--- src/csem_ram.sv ---
// generic single-port-write, single-port-read ram with registered read
module csem_ram #(
    parameter int WIDTH = 48,
    parameter int DEPTH = 64,
    localparam int AW = (DEPTH > 1) ? $clog2(DEPTH) : 1
) (
    input  logic             i_clk,
    input  logic             i_we,
    input  logic [AW-1:0]    i_waddr,
    input  logic [WIDTH-1:0] i_wdata,
    input  logic             i_re,
    input  logic [AW-1:0]    i_raddr,
    output logic [WIDTH-1:0] o_rdata
);

    logic [WIDTH-1:0] r_mem [DEPTH];
    logic [WIDTH-1:0] r_rdata;

    // write port
    always_ff @(posedge i_clk) begin
        if (i_we) begin
            r_mem[i_waddr] <= i_wdata;
        end
    end

    // read port, data held while read enable is low
    always_ff @(posedge i_clk) begin
        if (i_re) begin
            r_rdata <= r_mem[i_raddr];
        end
    end

    assign o_rdata = r_rdata;

endmodule

--- config.mk ---
export PLATFORM = sky130hd
export DESIGN_NAME = csem_ram
export DESIGN_NICKNAME = d
export VERILOG_FILES = /design/src/csem_ram.sv
export SDC_FILE = /design/constraint.sdc
export NUM_CORES = 2
export LEC_CHECK = 0
export ABC_CLOCK_PERIOD_IN_PS = 12200
export CAP_MARGIN = 20
export CORE_MARGIN = 8
export CORE_UTILIZATION = 65
export CTS_BUF_LIST = sky130_fd_sc_hd__clkbuf_4 sky130_fd_sc_hd__clkbuf_8 sky130_fd_sc_hd__clkbuf_16
export CTS_CLUSTER_DIAMETER = 120
export DETAILED_ROUTE_END_ITERATION = 6
export DONT_BUFFER_PORTS = 1
export PLACE_DENSITY = 0.81
export SYNTH_ARGS = -nofsm -noshare
export SYNTH_HDL_FRONTEND = slang
export SYNTH_SLANG_ARGS = --single-unit
--- constraint.sdc ---
create_clock -name i_clk -period 12.2 [get_ports i_clk]
set_clock_uncertainty 0.05 [all_clocks]
set_input_delay 0 -clock i_clk [delete_from_list [all_inputs] [get_ports i_clk]]
set_output_delay 0 -clock i_clk [all_outputs]
set_load 0.005 [all_outputs]
Word-level counts from Yosys, hierarchy flattened --
Memories as Yosys holds them, arrays and structs flattened. A register that Yosys moved wholly into a read port is not among the register bits. Index checks and enable logic that the tools add are counted.
Word-level totals: memories kept 1, bits of input ports 63, logic and storage cells 3, flip-flop bits (word level) 0, memory bits (writable) 3072, output and inout bits 48
Memory list:
- r_mem | words 64, width 48, rd ports 1, clocked after memory_dff 1, wr ports 1, line 16 | logic [WIDTH-1:0] r_mem [DEPTH];
Cells by class: multiplexer cells 2
Operators with widths (count):
- two-way mux 1 bit | 2

Logic depth before layout (Yosys ltp) --
word-level depth 2, mapped depth 9, mapped depth without buffers 5

Worst setup path before layout --
No wires, ideal clock.
path kind in2reg, from input i_waddr[3], to memory r_mem[48][0] (enable), slack 7865 ps, cell stages on the path 4, arrival 3772 ps, required time 11637 ps, path buffers 1, cell sequence clkbuf_1 -> nor2b_1 -> nand4b_1 -> nor3_1
RTL lines:
- from (decl) | line 9 | input logic [AW-1:0] i_waddr,
- to (decl) | line 16
No word-level cell before the write port.

==> results.toml <==
[run_status]
status = "finished with violations"
violations = "hold timing, slew limit"

[logic_synthesis]
netlist_instances = 4970
syn_area_sq_um = 118000
synth-compound-area-share_pct = 3.01
yosysSeqAreaShare_pct = 79.7
syn_avg_cell_area_sq_um = 23.7
synth_mux_area_share_pct = 15.1
synthSimpleGateAreaFrac_pct = 0.953
synth_adder_area_share_pct = 0
post_synth_num_cell_types = 35
synth_top_family_by_area = "multiplexers"
synthXorXnorAreaFrac_pct = 0
yosysWarnings = 0
synth_fp_nets = 5033
synth-seq-cells = 3120

[finish]
syn_to_final_growth_pct = 12.9
drive_gt1_share_pct = 27.0
nets = 5330

[sta]
final-setup-viol-count = 0
fin_tns_setup_ns = 0
rsz0062_at_grt = "false"
fin_crit_ns = 4.97
worst-slew-pin-transition_ns = 1.56
whs_ns = -0.0646
fmax_mhz = 201
slew_violations = 55
period_share_pct = 40.8
relSlewSlack_pct = -3.97
hold_violations = 3

[cts]
postCtsSetupRepairBufs = 0
clock-root-buffer = "clkbuf_16"
htree_levels = 5
clk_latency_ns = 0.97
cts_tree = "done"
cts_made_buffers = 303
clock_sink_count = 3120
clkTransAtPathRegs_ns = 0.08
postCtsHoldBufs = 146
clockBufferDepth = 4
cts_repair_resize_count = 0

[power_and_ir_drop]
p_leak_nw = 41.2
peakVddDrop_mv = 0.178
cellPowerDensity_nw_per_um2 = 169
power.total_mw = 22.4

[setup_path]
end_kind = "flip-flop"
cp_max_fo = 198
path_common_cell = "buf_16"
crit_required_ns = 12.76
path_buf_inv = 4
crit_arrival_ns = 5.53
critPathMaxStageDelay_ns = 0.99
start_kind = "input port"
path_cells = "buf_16 > buf_16 > buf_16 > buf_16 > mux4_2 > mux2i_1 > a21oi_1 > a21oi_1 > a221oi_1"
cp_top_family = "buffers and inverters"
crit_type = "in2reg"
cp_slowest_cell = "buf_16"

[floorplanning]
die_x_um = 441
start_util_pct = 65.2
core_area_sq_um = 180000
die_h_um = 441
die_area_sq_um = 195000
rows = 156
io_pins = 111

[placement]
routabilityCongestion = 0.806
io_buffers = 0
dp_hpwl_um = 153000

[global_route]
antenna_found_initial = 16
grt_pass1_wl_um = 514000
grtUsageTotal_pct = 38.7
grt_pass1_vias = 64620
grt_max_degree = 776
overflow = 0

[worst_hold_path]
min_path_type = "in2reg"

[detailed_routing]
wl_per_cell_um = 49.0
vias = 64663
via_per_inst = 8.23
drc = 0
drtPass1Iterations = 6
wl_um = 385000
first_iter_violations = 12745
ant_nets = 0

[flow_run]
drv_cap = 0
==> synthesized netlist by cell type (all sizes together) <==
| cell | count | area (sq um) |
|---|---|---|
| a211oi | 32 | 240 |
| a21oi | 74 | 370 |
| a221oi | 83 | 727 |
| a22o | 57 | 499 |
| a22oi | 72 | 541 |
| a311o | 1 | 10.0 |
| a311oi | 11 | 96.3 |
| a31o | 5 | 43.8 |
| a31oi | 1 | 6.26 |
| and2 | 3 | 18.8 |
| and3 | 1 | 6.26 |
| buf | 183 | 1120 |
| clkbuf | 99 | 373 |
| edfxtp | 3120 | 93700 |
| mux2 | 12 | 135 |
| mux2i | 63 | 631 |
| mux4 | 754 | 17000 |
| nand2 | 55 | 206 |
| nand2b | 10 | 62.6 |
| nand3 | 7 | 35.0 |
| nand3b | 5 | 37.5 |
| nand4 | 2 | 12.5 |
| nand4b | 1 | 8.76 |
| nor2 | 132 | 495 |
| nor2b | 24 | 150 |
| nor3 | 3 | 15.0 |
| o221ai | 28 | 245 |
| o22ai | 122 | 763 |
| or2 | 3 | 18.8 |
| or3 | 3 | 18.8 |
| or3b | 4 | 35.0 |
==> cell families after synthesis <==
family,count (synthesis)
compound gates,486
buf+inv,282
flops,3120
mux,829
simple gates,253
==> sequential cells by signal, indices dropped and copies added (netlist names) <==
name / cells
o_rdata: 48
r_mem: 3072
==> stage by stage <==
| step | hold WS, ns | setup slack, ns | instances | cell area (sq um) | utilization [%] |
|---|---|---|---|---|---|
| floorplan | 0.0489 | 7.87 | 4970 | 118000 | - |
| global placement | 0.0550 | 9.21 | 7162 | 120000 | 66.7 |
| detailed placement | 0.0530 | 9.18 | 7162 | 120000 | 66.7 |
| CTS | 0.000729 | 8.28 | 7816 | 132000 | 73.2 |
| global route | 0.00510 | 6.79 | 7846 | 133000 | 73.6 |
| finish | -0.0646 | 7.23 | 7853 | 133000 | 73.6 |
==> tightest hold or removal path, cell delays in order <==
cell and delay [ns]:
mux4_2 0.24, a221oi_1 0.10, a221oi_1 0.36
==> where the power goes <==
part | internal (mW) | switching [mW] | leakage, nW
logic | 0.419 | 0.677 | 8.51
registers | 11.9 | 0.0669 | 28.1
clock network | 5.15 | 4.20 | 4.63
==> metal layers <==
metal  wire length (um)  track usage (%)
met1             109000             46.8
met2             177000             59.0
met3              60800             12.2
met4              38500             29.2
met5                 66                0
==> layout by cell type (no fill, tap or decap), types with 3 or more instances in the layout <==
cell type	count
a211oi_1	32
a21oi_1	73
a221oi_1	83
a22o_1	57
a22oi_1	72
a311oi_1	11
a31o_2	5
buf_12	19
buf_16	65
buf_4	104
bufinv_16	18
clkbuf_16	310
clkbuf_4	59
clkinv_1	74
clkinv_2	34
clkinvlp_4	7
diode_2	13
dlygate4sd3_1	86
edfxtp_1	3120
inv_6	5
mux2_2	12
mux2i_1	63
mux4_2	754
nand2_1	54
nand2b_1	7
nand2b_2	3
nand3_1	7
nand3b_1	5
nor2_1	68
nor2_4	64
nor2b_1	20
nor2b_4	3
o221ai_1	28
o22ai_1	122
or2_2	3
or3_1	3
or3b_2	4
==> cell type report <==
type | count | area (sq um)
timing repair buffer | 274 | 3810
multi-input combinational | 1568 | 22900
tap | 2370 | 2970
clock buffer | 369 | 8200
clock inverter | 139 | 1100
sequential | 3120 | 93700
fill | 8862 | 47600
antenna | 13 | 32.5
==> final timing paths <==
path / cells past startpoint / startpoint / slack, ns / endpoint
worst max-delay path: 9 / i_raddr[0] / 7.23 / o_rdata[1]$_DFFE_PP_
worst min-delay path: 3 / i_raddr[0] / -0.06 / o_rdata[10]$_DFFE_PP_
worst max register to register: 8 / r_mem[11][7]$_DFFE_PP_ / 8.64 / o_rdata[7]$_DFFE_PP_
worst min register to register: 5 / r_mem[49][0]$_DFFE_PP_ / 0.91 / o_rdata[0]$_DFFE_PP_
Note: power is estimated with default switching activity, not from simulation.
